<file path="config.mk">
export PLATFORM = sky130hd
export DESIGN_NAME = modbus_rtu_write_register_master_core
export DESIGN_NICKNAME = d
export VERILOG_FILES = /design/src/hw/rtl/mbrw_pkg.sv /design/src/hw/rtl/mbrw_front.sv /design/src/hw/rtl/mbrw_queue.sv /design/src/hw/rtl/mbrw_back.sv /design/src/hw/rtl/modbus_rtu_write_register_master_core.sv
export SDC_FILE = /design/constraint.sdc
export NUM_CORES = 1
export LEC_CHECK = 0
export BUFFER_PORTS_ARGS = -buffer_cell sky130_fd_sc_hd__buf_2
export CAP_MARGIN = 20
export CORE_MARGIN = 2
export CORE_UTILIZATION = 55
export CTS_BUF_LIST = sky130_fd_sc_hd__clkbuf_8 sky130_fd_sc_hd__clkbuf_16
export CTS_CLUSTER_SIZE = 8
export DETAILED_ROUTE_END_ITERATION = 7
export MAX_ROUTING_LAYER = met4
export PLACE_DENSITY = 0.78
export SLEW_MARGIN = 20
export SYNTH_ARGS = -nofsm -noshare
export SYNTH_HDL_FRONTEND = slang
export SYNTH_SLANG_ARGS = --single-unit
</file>
<file path="constraint.sdc">
create_clock -name clk -period 5.75 [get_ports clk]
set_input_delay 1.725 -clock clk [delete_from_list [all_inputs] [get_ports clk]]
set_output_delay 1.725 -clock clk [all_outputs]
set_load 0.02 [all_outputs]
</file>
<file path="src/hw/rtl/mbrw_pkg.sv">
// shared types, codes and crc helper for the modbus rtu write-register master
`default_nettype none

package mbrw_pkg;

  // input mode codes
  localparam logic [1:0] MODE_SEND = 2'd0;
  localparam logic [1:0] MODE_RX   = 2'd1;
  localparam logic [1:0] MODE_GET  = 2'd2;
  localparam logic [1:0] MODE_NONE = 2'd3;

  // result kind codes
  localparam logic KIND_LINE = 1'b0;
  localparam logic KIND_HOST = 1'b1;

  // result status codes
  localparam logic [1:0] ST_OK      = 2'd0;
  localparam logic [1:0] ST_BUSY    = 2'd1;
  localparam logic [1:0] ST_CRC_ERR = 2'd2;

  // transaction phase codes
  localparam logic [1:0] PH_READY     = 2'd0;
  localparam logic [1:0] PH_RECEIVING = 2'd1;
  localparam logic [1:0] PH_DONE      = 2'd2;
  localparam logic [1:0] PH_CRC_ERR   = 2'd3;

  localparam logic [7:0]  FUNC_RESET = 8'd6;
  localparam logic [15:0] CRC_INIT   = 16'hFFFF;
  localparam logic [15:0] CRC_POLY   = 16'hA001;

  localparam int FRAME_LEN   = 8;
  localparam int CRC_BYTES   = 6;
  localparam int QUEUE_DEPTH = 2;

  typedef logic [$clog2(FRAME_LEN)-1:0] frame_idx_t;

  typedef struct packed {
    logic [1:0]  mode;
    logic [7:0]  dev_addr;
    logic [15:0] reg_addr;
    logic [15:0] reg_value;
    logic [7:0]  rx_byte;
  } cmd_t;

  // one bit step of the reflected crc-16/modbus
  function automatic logic [15:0] crc_step(input logic [15:0] c);
    logic [15:0] s;
    s = {1'b0, c[15:1]};
    if (c[0]) begin
      s = s ^ CRC_POLY;
    end
    return s;
  endfunction

endpackage

`default_nettype wire

</file>
<file path="src/hw/rtl/mbrw_front.sv">
// front stage: takes input transfers, drops meaningless modes, feeds the queue
`default_nettype none

module mbrw_front (
  input  wire logic               clk,
  input  wire logic               rst,
  input  wire logic               in_valid,
  output logic                    in_ready,
  input  wire logic [1:0]         mode,
  input  wire logic [7:0]         dev_addr,
  input  wire logic [15:0]        reg_addr,
  input  wire logic [15:0]        reg_value,
  input  wire logic [7:0]         rx_byte,
  output logic                    push_valid,
  input  wire logic               push_ready,
  output mbrw_pkg::cmd_t          push_cmd
);
  import mbrw_pkg::*;

  logic held;
  cmd_t cmd;

  assign in_ready   = !held || push_ready;
  assign push_valid = held;
  assign push_cmd   = cmd;

  always_ff @(posedge clk) begin
    if (rst) begin
      held <= 1'b0;
    end else if (in_valid && in_ready) begin
      held <= (mode != MODE_NONE);
    end else if (push_ready) begin
      held <= 1'b0;
    end
  end

  always_ff @(posedge clk) begin
    if (in_valid && in_ready) begin
      cmd.mode      <= mode;
      cmd.dev_addr  <= dev_addr;
      cmd.reg_addr  <= reg_addr;
      cmd.reg_value <= reg_value;
      cmd.rx_byte   <= rx_byte;
    end
  end

endmodule

`default_nettype wire

</file>
<file path="src/hw/rtl/mbrw_queue.sv">
// short command queue between front and back
`default_nettype none

module mbrw_queue (
  input  wire logic               clk,
  input  wire logic               rst,
  input  wire logic               push_valid,
  output logic                    push_ready,
  input  wire mbrw_pkg::cmd_t     push_cmd,
  output logic                    pop_valid,
  input  wire logic               pop_ready,
  output mbrw_pkg::cmd_t          pop_cmd
);
  import mbrw_pkg::*;

  localparam int PTR_W = (QUEUE_DEPTH > 1) ? $clog2(QUEUE_DEPTH) : 1;
  localparam int CNT_W = $clog2(QUEUE_DEPTH + 1);

  cmd_t             entries [QUEUE_DEPTH];
  logic [PTR_W-1:0] wr_ptr;
  logic [PTR_W-1:0] rd_ptr;
  logic [CNT_W-1:0] count;
  logic             do_push;
  logic             do_pop;

  assign push_ready = (count != CNT_W'(QUEUE_DEPTH));
  assign pop_valid  = (count != '0);
  assign pop_cmd    = entries[rd_ptr];
  assign do_push    = push_valid && push_ready;
  assign do_pop     = pop_valid && pop_ready;

  always_ff @(posedge clk) begin
    if (rst) begin
      wr_ptr <= '0;
      rd_ptr <= '0;
      count  <= '0;
    end else begin
      if (do_push) begin
        wr_ptr <= (wr_ptr == PTR_W'(QUEUE_DEPTH - 1)) ? '0 : wr_ptr + 1'b1;
      end
      if (do_pop) begin
        rd_ptr <= (rd_ptr == PTR_W'(QUEUE_DEPTH - 1)) ? '0 : rd_ptr + 1'b1;
      end
      if (do_push && !do_pop) begin
        count <= count + 1'b1;
      end else if (do_pop && !do_push) begin
        count <= count - 1'b1;
      end
    end
  end

  always_ff @(posedge clk) begin
    if (do_push) begin
      entries[wr_ptr] <= push_cmd;
    end
  end

endmodule

`default_nettype wire

</file>
<file path="src/hw/rtl/mbrw_back.sv">
// back end: transaction phase, frame store, bit-serial crc and result emission
`default_nettype none

module mbrw_back (
  input  wire logic               clk,
  input  wire logic               rst,
  input  wire logic [7:0]         function_code,
  input  wire logic               cmd_valid,
  output logic                    cmd_ready,
  input  wire mbrw_pkg::cmd_t     cmd,
  output logic                    out_valid,
  input  wire logic               out_ready,
  output logic                    kind,
  output logic [7:0]              byte_value,
  output logic [1:0]              status,
  output logic                    last
);
  import mbrw_pkg::*;

  localparam logic [1:0] S_IDLE = 2'd0;
  localparam logic [1:0] S_CRC  = 2'd1;
  localparam logic [1:0] S_EMIT = 2'd2;

  localparam logic GOAL_SEND  = 1'b0;
  localparam logic GOAL_CHECK = 1'b1;

  localparam frame_idx_t LAST_IDX     = frame_idx_t'(FRAME_LEN - 1);
  localparam frame_idx_t LAST_CRC_IDX = frame_idx_t'(CRC_BYTES - 1);

  logic [1:0]  state;
  logic [1:0]  phase;
  frame_idx_t  byte_index;
  frame_idx_t  emit_idx;
  logic        emit_kind;
  logic        crc_goal;
  logic [15:0] crc;
  frame_idx_t  crc_byte;
  logic [2:0]  crc_bit;
  logic [7:0]  frame_store [FRAME_LEN];

  logic        out_free;
  logic        pop;
  logic        out_load;
  logic [15:0] crc_in;
  logic [15:0] crc_next;

  assign out_free  = !out_valid || out_ready;
  assign cmd_ready = (state == S_IDLE) && out_free;
  assign pop       = cmd_valid && cmd_ready;

  // fold in the next frame byte at the first bit step of each byte
  always_comb begin
    crc_in = crc;
    if (crc_bit == '0) begin
      crc_in = crc ^ {8'h00, frame_store[crc_byte]};
    end
    crc_next = crc_step(crc_in);
  end

  // a new result enters the output register this cycle
  always_comb begin
    out_load = 1'b0;
    if (state == S_IDLE && pop) begin
      if (cmd.mode == MODE_SEND) begin
        out_load = (phase != PH_READY);
      end else if (cmd.mode == MODE_GET) begin
        out_load = (phase != PH_DONE);
      end
    end else if (state == S_EMIT) begin
      out_load = out_free;
    end
  end

  always_ff @(posedge clk) begin
    if (rst) begin
      out_valid <= 1'b0;
    end else if (out_load) begin
      out_valid <= 1'b1;
    end else if (out_ready) begin
      out_valid <= 1'b0;
    end
  end

  always_ff @(posedge clk) begin
    if (rst) begin
      state      <= S_IDLE;
      phase      <= PH_READY;
      byte_index <= '0;
    end else begin
      unique case (state)
        S_IDLE: begin
          if (pop) begin
            unique case (cmd.mode)
              MODE_SEND: begin
                if (phase != PH_READY) begin
                  kind       <= KIND_HOST;
                  byte_value <= 8'h00;
                  status     <= ST_BUSY;
                  last       <= 1'b1;
                end else begin
                  frame_store[0] <= cmd.dev_addr;
                  frame_store[1] <= function_code;
                  frame_store[2] <= cmd.reg_addr[15:8];
                  frame_store[3] <= cmd.reg_addr[7:0];
                  frame_store[4] <= cmd.reg_value[15:8];
                  frame_store[5] <= cmd.reg_value[7:0];
                  crc        <= CRC_INIT;
                  crc_byte   <= '0;
                  crc_bit    <= '0;
                  crc_goal   <= GOAL_SEND;
                  phase      <= PH_RECEIVING;
                  byte_index <= '0;
                  state      <= S_CRC;
                end
              end
              MODE_RX: begin
                if (phase == PH_RECEIVING) begin
                  frame_store[byte_index] <= cmd.rx_byte;
                  byte_index <= byte_index + 1'b1;
                  if (byte_index == LAST_IDX) begin
                    crc      <= CRC_INIT;
                    crc_byte <= '0;
                    crc_bit  <= '0;
                    crc_goal <= GOAL_CHECK;
                    state    <= S_CRC;
                  end
                end
              end
              MODE_GET: begin
                if (phase == PH_DONE) begin
                  phase     <= PH_READY;
                  emit_idx  <= '0;
                  emit_kind <= KIND_HOST;
                  state     <= S_EMIT;
                end else begin
                  kind       <= KIND_HOST;
                  byte_value <= 8'h00;
                  last       <= 1'b1;
                  if (phase == PH_CRC_ERR) begin
                    status <= ST_CRC_ERR;
                    phase  <= PH_READY;
                  end else begin
                    status <= ST_BUSY;
                  end
                end
              end
              default: begin
              end
            endcase
          end
        end
        S_CRC: begin
          crc     <= crc_next;
          crc_bit <= crc_bit + 1'b1;
          if (&crc_bit) begin
            crc_byte <= crc_byte + 1'b1;
            if (crc_byte == LAST_CRC_IDX) begin
              if (crc_goal == GOAL_SEND) begin
                frame_store[6] <= crc_next[7:0];
                frame_store[7] <= crc_next[15:8];
                emit_idx       <= '0;
                emit_kind      <= KIND_LINE;
                state          <= S_EMIT;
              end else begin
                phase <= ({frame_store[7], frame_store[6]} == crc_next) ?
                         PH_DONE : PH_CRC_ERR;
                state <= S_IDLE;
              end
            end
          end
        end
        S_EMIT: begin
          if (out_free) begin
            kind       <= emit_kind;
            byte_value <= frame_store[emit_idx];
            status     <= ST_OK;
            last       <= (emit_idx == LAST_IDX);
            emit_idx   <= emit_idx + 1'b1;
            if (emit_idx == LAST_IDX) begin
              state <= S_IDLE;
            end
          end
        end
        default: begin
          state <= S_IDLE;
        end
      endcase
    end
  end

endmodule

`default_nettype wire

</file>
<file path="src/hw/rtl/modbus_rtu_write_register_master_core.sv">
// Modbus RTU single-register write master: top level. Input transfers are
// taken by a one-entry front register into a two-entry command queue, so the
// host can keep handing in items while the back end works or while a result
// waits on the output register. The back end runs one command at a time. A
// line byte or a refused request is handled in the idle state; an accepted
// send first runs a bit-serial CRC-16 over the six header bytes and then puts
// out the eight request bytes at up to one per cycle; the eighth reply byte
// starts the same CRC check before the next command is taken; a get
// of a good reply puts out eight bytes at up to one per cycle. The one-bit-per-
// cycle CRC unit sets the cost of a frame. function_code (reset 6) is written
// through cfg_wr_en/cfg_wr_data and is only to be changed while the block is idle.
`default_nettype none

module modbus_rtu_write_register_master_core (
  input  wire logic        clk,
  input  wire logic        rst,
  input  wire logic        cfg_wr_en,
  input  wire logic [7:0]  cfg_wr_data,
  input  wire logic        in_valid,
  output logic             in_ready,
  input  wire logic [1:0]  mode,
  input  wire logic [7:0]  dev_addr,
  input  wire logic [15:0] reg_addr,
  input  wire logic [15:0] reg_value,
  input  wire logic [7:0]  rx_byte,
  output logic             out_valid,
  input  wire logic        out_ready,
  output logic             kind,
  output logic [7:0]       byte_value,
  output logic [1:0]       status,
  output logic             last
);
  import mbrw_pkg::*;

  logic [7:0] function_code;
  logic       push_valid;
  logic       push_ready;
  cmd_t       push_cmd;
  logic       pop_valid;
  logic       pop_ready;
  cmd_t       pop_cmd;

  always_ff @(posedge clk) begin
    if (rst) begin
      function_code <= FUNC_RESET;
    end else if (cfg_wr_en) begin
      function_code <= cfg_wr_data;
    end
  end

  mbrw_front u_front (
    .clk        (clk),
    .rst        (rst),
    .in_valid   (in_valid),
    .in_ready   (in_ready),
    .mode       (mode),
    .dev_addr   (dev_addr),
    .reg_addr   (reg_addr),
    .reg_value  (reg_value),
    .rx_byte    (rx_byte),
    .push_valid (push_valid),
    .push_ready (push_ready),
    .push_cmd   (push_cmd)
  );

  mbrw_queue u_queue (
    .clk        (clk),
    .rst        (rst),
    .push_valid (push_valid),
    .push_ready (push_ready),
    .push_cmd   (push_cmd),
    .pop_valid  (pop_valid),
    .pop_ready  (pop_ready),
    .pop_cmd    (pop_cmd)
  );

  mbrw_back u_back (
    .clk           (clk),
    .rst           (rst),
    .function_code (function_code),
    .cmd_valid     (pop_valid),
    .cmd_ready     (pop_ready),
    .cmd           (pop_cmd),
    .out_valid     (out_valid),
    .out_ready     (out_ready),
    .kind          (kind),
    .byte_value    (byte_value),
    .status        (status),
    .last          (last)
  );

endmodule

`default_nettype wire

</file>
==> summary.txt <==
Min path
  • Worst hold path startpoint: u_front.push_cmd[36]
  • Worst-case hold path end point: u_queue.entries[0][36]
  • Cells on Worst Hold Path: 0
  • Path class of the lowest-slack min-delay path: reg2reg

Final layout
  • Multi-input gate area: ~3700 sq um
  • Number of inserted filler cells in the final layout: roughly 1.5k
  • Post-route standard cell area excluding fillers: ~14000 sq um
  • Antenna diode instance count: 0
  • Syn-to-layout area delta: 15.08%
  • Share of layout cells above drive strength 1: between 20% and 30%
  • Number of nets in the layout: around 960
  • Sequential cell area: roughly 8200 sq um

Yosys
  • Number of unique standard cell types used by synthesis: 55
  • Primary FF master, synth: sky130_fd_sc_hd__edfxtp_1
  • Warning count from the yosys run: 0
  • Post-synthesis cell area: approximately 12000 sq um
  • Post-synthesis register bit count: 281
  • Synth Area per Inst: approximately 15 sq um
  • Fraction of registers with async set/reset: 0%
  • Net count after synthesis: 869
  • Syn Inst Count: 793
  • EDFF count, synth: between 200 and 300
  • Sequential area share after synthesis: between 60% and 70%

Routing
  • Remaining number of nets flagged by the antenna check after routing: 0
  • Vias per cell: just under 6
  • Number of DRC violations after detailed-routing iteration 0: 691
  • Number of vias after detailed routing: a little under 7k
  • Number of DRC violations after detailed routing: 0
  • Routed wire length: around 24000 microns
  • Total iterations of the first detailed-routing run: 5
  • WL per Instance: between 20 and 25 microns

Pwr
  • Power density cells: 410.9 nW/um^2
  • Total power: roughly 5.7 mW
  • Maximum VDD drop: approximately 0.00031 V
  • Leakage power total: 4.891 nW

Clock network
  • Clock Latency Late Sink: approximately 0.52 ns
  • Num CTS Buffers: between 40 and 50
  • Level count of the clock H-tree: 2
  • Root Buffer Master: sky130_fd_sc_hd__clkbuf_16
  • Number of hold buffers added after cts: 0
  • Number of post-CTS setup repair buffers: 0
  • CTS tree: yes
  • Post_cts resized: 0
  • Count of clock tree sinks: 281
  • Clock Pin Slew Worst Setup and Hold Paths: around 0.050 ns
  • Buffers from clock root to sink, at most: 3

Global route
  • All-layer global routing usage: between 20% and 30%
  • Antenna violations before repair: 0
  • Pin count of the biggest net entering global routing: 57
  • Wire length of the first global-routing pass: roughly 38000 microns
  • Overall overflow remaining after global route: 0
  • Vias in the first global route: 6780

STA
  • Setup tns final: 0 ns
  • Count of final hold-check violations: 0
  • Post-route clock period utilization: 71.48%
  • Worst clock skew: 0.01364 ns
  • RSZ-0062 raised after global routing: false
  • Highest clock frequency the design can meet: 243.3 MHz
  • Least-Margin Pin Slew: between 0.9 and 1 ns
  • Max-Slew Margin vs Limit: 38.49%
  • Setup violation total in the final timing report: 0
  • Max-slew violation count: 0
  • Minimum clock period: just over 4 ns

Status
  • Status: finished clean

Setup path
  • Required time at the endpoint of the critical path: approximately 5.9 ns
  • Worst r2r path cells: 11
  • Critical path class: in2reg
  • Reg-to-reg slack, setup: 1.98 ns
  • Launching element type of the critical path: input port
  • Data arrival time of the worst path: approximately 4.3 ns
  • Maximum net fanout on the critical path: 10
  • Sort of element at the end of the critical path: flip-flop

Die
  • Area enclosed by the die boundary: about 23000 sq um
  • Io pins: 77
  • Floorplan die width: ~150 microns
  • Number of rows in the core area: 54
  • Placeable core region: about 22000 sq um
  • Initial cell density of the core: a little under three fifths
  • Chip Height: about 150 microns

Placed design
  • Global placement routability congestion: 0.9189
  • Half-perimeter wire length after placement: approximately 17000 microns
  • Number of input and output port buffers inserted: 76
  • Cell area reported after detailed placement: about 13000 sq um

Run
  • Max-cap violation count: 0
-- per-stage QoR --
step / setup WS (ns) / hold WS [ns] / utilization [%] / cells
global placement: 1.189 / 0.4237 / 58.56 / 1116
CTS: 1.695 / 0.4419 / 63.99 / 1182
floorplan: 1.044 / 0.4215 / - / 793
detailed placement: 1.131 / 0.4313 / 58.56 / 1116
finish: 1.640 / 0.4380 / 64.00 / 1182
global route: 1.414 / 0.4463 / 64.00 / 1182
-- worst max-delay path by stage --
stage,from,to,slack [ns]
3_3_place_gp,out_ready,u_back.frame_store[6][4],1.19
6_report,out_ready,u_back.frame_store[6][1],1.64
2_1_floorplan,out_ready,flip-flop,1.04
4_1_cts,out_ready,u_back.frame_store[5][7],1.69
3_5_place_dp,out_ready,u_back.frame_store[6][3],1.13
5_1_grt,out_ready,u_back.frame_store[5][6],1.41
-- metal layers --
metal | wire (microns) | vias to the layer above | share of wire (%) | GRT usage, %
met1 | 9698 | 3345 | 40 | 28.32
met3 | 1960 | 64 | 8.1 | 5.077
met2 | 11790 | 323 | 49 | 34.53
met5 | 0 | - | 0 | -
met4 | 744 | 0 | 3.1 | 8.723
li1 | - | 3162 | - | -
-- state kept, by name, indices dropped and copies added (netlist names), 2 cells and up, named ones only --
name,count
u_queue.entries,100
u_back.byte_index,3
u_back.frame_store,64
u_back.crc_bit,3
u_back.phase,2
u_back.byte_value,8
u_back.crc_byte,3
u_back.crc,16
u_front.push_cmd,50
u_queue.count,2
u_back.emit_idx,3
u_back.state,2
u_back.status,2
function_code,8
-- critical path, stage by stage --
cell and delay (ns):
sky130_fd_sc_hd__buf_2 0.07, sky130_fd_sc_hd__nor2b_1 0.10, sky130_fd_sc_hd__nor4_4 0.36, sky130_fd_sc_hd__inv_1 0.13, sky130_fd_sc_hd__or3_1 0.40, sky130_fd_sc_hd__nor3_1 0.51
sky130_fd_sc_hd__and3_1 0.56, sky130_fd_sc_hd__nand2b_1 0.42
-- cells by family after synthesis --
kind of cell / Yosys count / share of synthesized area (%)
muxes: 123 / 13.38
adders and majority gates: 13 / 1.353
AOI/OAI and AO/OA: 94 / 4.589
buffers and inverters: 53 / 1.821
xor gates and xnor gates: 31 / 2.872
DFF: 281 / 67.84
and+or+nand+nor: 198 / 8.147
-- where the power goes --
| part | total, mW | internal (mW) | leakage (nW) | switching (mW) |
|---|---|---|---|---|
| Combinational | 0.978 | 0.401 | 1.72 | 0.577 |
| Clock | 2.13 | 1.30 | 0.650 | 0.823 |
| Sequential | 2.58 | 2.46 | 2.52 | 0.123 |
| Total | 5.69 | 4.16 | 4.89 | 1.52 |
-- cells in the final DEF (no fill, tap or decap), types with 5 or more instances in the layout --
cell | Yosys | layout
sky130_fd_sc_hd__ha_1 | 13 | 13
sky130_fd_sc_hd__buf_2 | 4 | 76
sky130_fd_sc_hd__nor3_1 | 10 | 9
sky130_fd_sc_hd__clkbuf_16 | 0 | 42
sky130_fd_sc_hd__nor2b_1 | 10 | 10
sky130_fd_sc_hd__o21ai_0 | 42 | 42
sky130_fd_sc_hd__a21oi_1 | 28 | 28
sky130_fd_sc_hd__dfxtp_1 | 28 | 26
sky130_fd_sc_hd__nor2_1 | 59 | 58
sky130_fd_sc_hd__and2_1 | 7 | 6
sky130_fd_sc_hd__buf_4 | 2 | 7
sky130_fd_sc_hd__xor2_1 | 7 | 7
sky130_fd_sc_hd__mux2_2 | 22 | 22
sky130_fd_sc_hd__xnor2_1 | 19 | 19
sky130_fd_sc_hd__nand2b_1 | 19 | 19
sky130_fd_sc_hd__mux4_2 | 28 | 28
sky130_fd_sc_hd__nor3b_1 | 5 | 5
sky130_fd_sc_hd__inv_1 | 12 | 33
sky130_fd_sc_hd__nand2_1 | 59 | 59
sky130_fd_sc_hd__mux2i_1 | 73 | 73
sky130_fd_sc_hd__edfxtp_1 | 253 | 253
-- cell usage after synthesis (all sizes together) (3+ instances only) --
cell type | instances | area (sq um)
nor3b | 5 | 37.54
or3b | 3 | 26.28
edfxtp | 253 | 7597
dfxtp | 28 | 560.5
buf | 14 | 72.57
a21oi | 28 | 140.1
or3 | 3 | 18.77
xnor3 | 4 | 90.09
xor2 | 8 | 88.84
nand2 | 59 | 221.5
nor2b | 10 | 62.56
and3b | 3 | 26.28
a211oi | 4 | 30.03
clkbuf | 26 | 97.59
a211o | 3 | 26.28
nand3b | 4 | 30.03
a22oi | 3 | 36.28
xnor2 | 19 | 166.4
nand2b | 19 | 118.9
o21ai | 43 | 215.2
nand3 | 3 | 15.01
and2 | 7 | 43.79
ha | 13 | 162.7
nor3 | 11 | 60.06
mux4 | 28 | 630.6
mux2i | 73 | 730.7
inv | 12 | 45.04
mux2 | 22 | 247.7
nor4 | 5 | 52.55
nor2 | 59 | 221.5
-- layout make-up --
type,count,area share [%]
multi-input cells,459,26.53
clock buffers,42,7.595
flip-flops and latches,281,58.97
repair buffers,83,3.128
clock inverters,24,0.8951
inverters,13,0.3526
well taps,280,2.532
Note: power is estimated with default switching activity, not from simulation.
